### config.mk
export PLATFORM = sky130hd
export DESIGN_NAME = bqr_ram
export DESIGN_NICKNAME = d
export VERILOG_FILES = /design/src/bqr_ram.sv
export SDC_FILE = /design/constraint.sdc
export NUM_CORES = 1
export LEC_CHECK = 0
export BUFFER_PORTS_ARGS = -buffer_cell sky130_fd_sc_hd__buf_4
export CAP_MARGIN = 30
export CORE_MARGIN = 2
export CORE_UTILIZATION = 55
export CTS_CLUSTER_DIAMETER = 120
export DETAILED_ROUTE_END_ITERATION = 8
export PLACE_DENSITY_LB_ADDON = 0.05
export SETUP_SLACK_MARGIN = 0.02
export SYNTH_ARGS = -nofsm -noshare
export SYNTH_HDL_FRONTEND = slang
export SYNTH_SLANG_ARGS = --single-unit
### constraint.sdc
create_clock -name clk_i -period 4.78 [get_ports clk_i]
set_clock_uncertainty 0.2 [all_clocks]
set_input_delay 0.478 -clock clk_i [delete_from_list [all_inputs] [get_ports clk_i]]
set_output_delay 0.478 -clock clk_i [all_outputs]
set_load 0.01 [all_outputs]
### src/bqr_ram.sv
// Generic simple dual-port RAM: one write port, one read port, registered read.
// Stand-alone; no package dependencies.
`default_nettype none

module bqr_ram #(
  parameter int unsigned WIDTH = 8,
  parameter int unsigned DEPTH = 16
) (
  input  wire logic                     clk_i,
  input  wire logic                     we_i,
  input  wire logic [$clog2(DEPTH)-1:0] waddr_i,
  input  wire logic [WIDTH-1:0]         wdata_i,
  input  wire logic [$clog2(DEPTH)-1:0] raddr_i,
  output      logic [WIDTH-1:0]         rdata_o
);

  logic [WIDTH-1:0] mem_q [DEPTH];

  // Write port.
  always_ff @(posedge clk_i) begin
    if (we_i) begin
      mem_q[waddr_i] <= wdata_i;
    end
  end

  // Registered read port.
  always_ff @(posedge clk_i) begin
    rdata_o <= mem_q[raddr_i];
  end

endmodule

`default_nettype wire

==> results by group <==
Min path
  – Min-delay worst type: in2reg
  – Worst hold path stage count: 1
  – Hold Startpoint: wdata_i[7]
  – Hold path endpoint: mem_q[15][7]

Clock network
  – Postcts setup bufs: 0
  – Post-cts resize count: 0
  – Num CTS Buffers: 17
  – CTS H-tree depth: 4
  – Worst-Skew Late Latency: 510 ps
  – Clock Root Buffer: clkbuf_8
  – Hold-fix buffers, CTS: 0
  – TritonCTS clock tree: yes
  – CTS clk-pin slew, worst paths: roughly 60 ps
  – CTS Sinks: 136
  – CTS Buffer Depth: 2

Critical path
  – CP Cell Sequence: buf_4 -> or3b_2 -> nor2_1
  – Arrival @ worst endpoint: 1770 ps
  – Kind of end point of the critical path: flip-flop
  – Setup slack, reg-to-reg: 3210 ps
  – Critical Path Fanout Max: 8
  – CP Buf/Inv Count: 1
  – CP max stage delay: ~670 ps
  – Reg2reg start: mem_q[5][3]
  – RR Endpoint: rdata_o[3]
  – CP Class: in2reg
  – Crit-path slowest cell: nor2_1
  – Crit start category: primary input
  – WP data required: 4720 ps
  – Crit path max-delay family: simple AND/OR/NAND/NOR gates
  – Reg2Reg Depth: 3

Outcome
  – Outcome: completed

Synth
  – EDFF count, synth: 128
  – Synth Net Count: 247
  – Post-synth top cells: edfxtp_1, mux4_2, a22oi_1, mux4_1, nor2_1
  – Post-synthesis async set-or-reset flop share: 0
  – Post-Syn Instances: 229
  – #FFs+latches synth: 136
  – Mapped Area: 5150 um2
  – Count leader, synth: edfxtp_1
  – Largest area contributor in the netlist: edfxtp_1
  – Top post-synthesis cells by area: edfxtp_1, mux4_2, mux4_1
  – Synth warn: 0
  – Primary FF master, synth: edfxtp_1
  – Synth top area share: 0.747
  – Sequential element share of the synthesized area: 0.778
  – Synth cell types: 19
  – Mapped Avg Cell Area: 22.5 um2

Global route
  – First-pass GRT wire length: 14200 um
  – Pin count of the biggest net entering global routing: 33
  – Vias in the first global route: 2444
  – GRT overflow: 0
  – Initial antenna violation count: 0
  – Gr usage total: 0.207

Finish
  – Layout Area Growth over Synthesis: 15.9%
  – Final Net Count: 284
  – Share of layout cells above drive strength 1: 0.269
  – Number of diodes: 0

Timing
  – Slew Limit Fails: 0
  – Final Hold Viols: 0
  – Fmax: around 550 MHz
  – Final WS setup: 2950 ps
  – Final setup viols: 0
  – Total negative slack: 0 ps
  – Hold_ws: 75.4 ps
  – Relative slew margins: 0.363
  – RSZ-0062 raised after global routing: no
  – Period minus WS final: 1830 ps
  – Final worst-path cycle share: 0.384
  – Slew @ Worst Pin: 953 ps

Drt
  – ANT nets after route: 0
  – Drt pass-1 iters: 4
  – DR WL/cell: 24.1 um
  – Via Count: roughly 2.3k
  – Vias per cell: 5.98
  – Initial DRC Count: 138
  – Drt drc: 0
  – DRT Wirelength: 9410 um

Run
  – # Max-Cap Violations: 0

Placement
  – Port bufs: 25
  – Pre-CTS WS: 2390 ps
  – Post-DP HPWL: 5710 um
  – RePlAce Congestion: 0.741

Die
  – # IOs: 26
  – DIE WIDTH: 101 um
  – Die area: 10100 um2
  – Die Span Y: 101 um
  – Core ar.: 9150 um2
  – Initial Util: 0.562
  – Rows: 35

Power and ir drop
  – Worst vdd ir: 0.000246 V
  – Power density cells: roughly 450 nW/um2
  – Design Power: about 2700 uW
  – Leakage: 0.00199 uW
==> power breakdown <==
| group | leakage [uW] | switching [uW] | internal (uW) |
|---|---|---|---|
| Clock | 0.000261 | 463 | 736 |
| Sequential | 0.00122 | 6.71 | 1330 |
| Combinational | 0.000508 | 71.4 | 55.9 |
==> registers in the layout, indices dropped and copies added (netlist names) <==
signal,count
mem_q,128
rdata_o,8
==> final cells by class <==
type	count	area [um2]
fill	604	3190
timing repair buffer	28	208
multi-input combinational	83	1060
tap	111	139
clock buffer	19	422
sequential	136	4000
clock inverter	13	130
==> worst max-delay path by stage <==
| stage | end | startpoint | cells past startpoint |
|---|---|---|---|
| final | mem_q[3][7] | waddr_i[2] | 3 |
| after global routing | rdata_o[1] | raddr_i[0] | 4 |
| after CTS | mem_q[3][6] | waddr_i[2] | 3 |
| after detailed placement | mem_q[3][5] | waddr_i[2] | 3 |
| after global placement | mem_q[0][4] | waddr_i[2] | 3 |
| after floorplan | mem_q[0][0] | waddr_i[2] | 2 |
==> routing by layer <==
layer  GRT usage  share of wire
met5           0              0
met4      0.0717          0.012
met3      0.0693          0.087
met2       0.314           0.48
met1       0.288           0.42
==> cell usage in the layout, fill, tap and decap left out, types with 8 or more instances in the layout <==
master / n
mux4_1: 14
mux4_2: 18
nor2_1: 13
edfxtp_1: 128
buf_4: 27
a22oi_1: 16
clkbuf_16: 16
nand2_1: 9
dfxtp_1: 8
==> per-stage QoR <==
step / utilization / cells / instance area, um2
after detailed placement: 0.591 / 358 / 5410
after global routing: 0.652 / 390 / 5960
after floorplan: - / 229 / 5150
after CTS: 0.652 / 390 / 5960
final: 0.652 / 390 / 5960
after global placement: 0.591 / 357 / 5410
==> cell families (layout without fill, tap and decap cells) <==
logic type / Yosys count / in the layout / share of synthesized area
buf+inv: 10 / 60 / 0.0168
simple gates: 35 / 35 / 0.0318
flops: 136 / 136 / 0.778
mux: 32 / 32 / 0.150
compound gates: 16 / 16 / 0.0233
(Power assumes the default switching activity.)
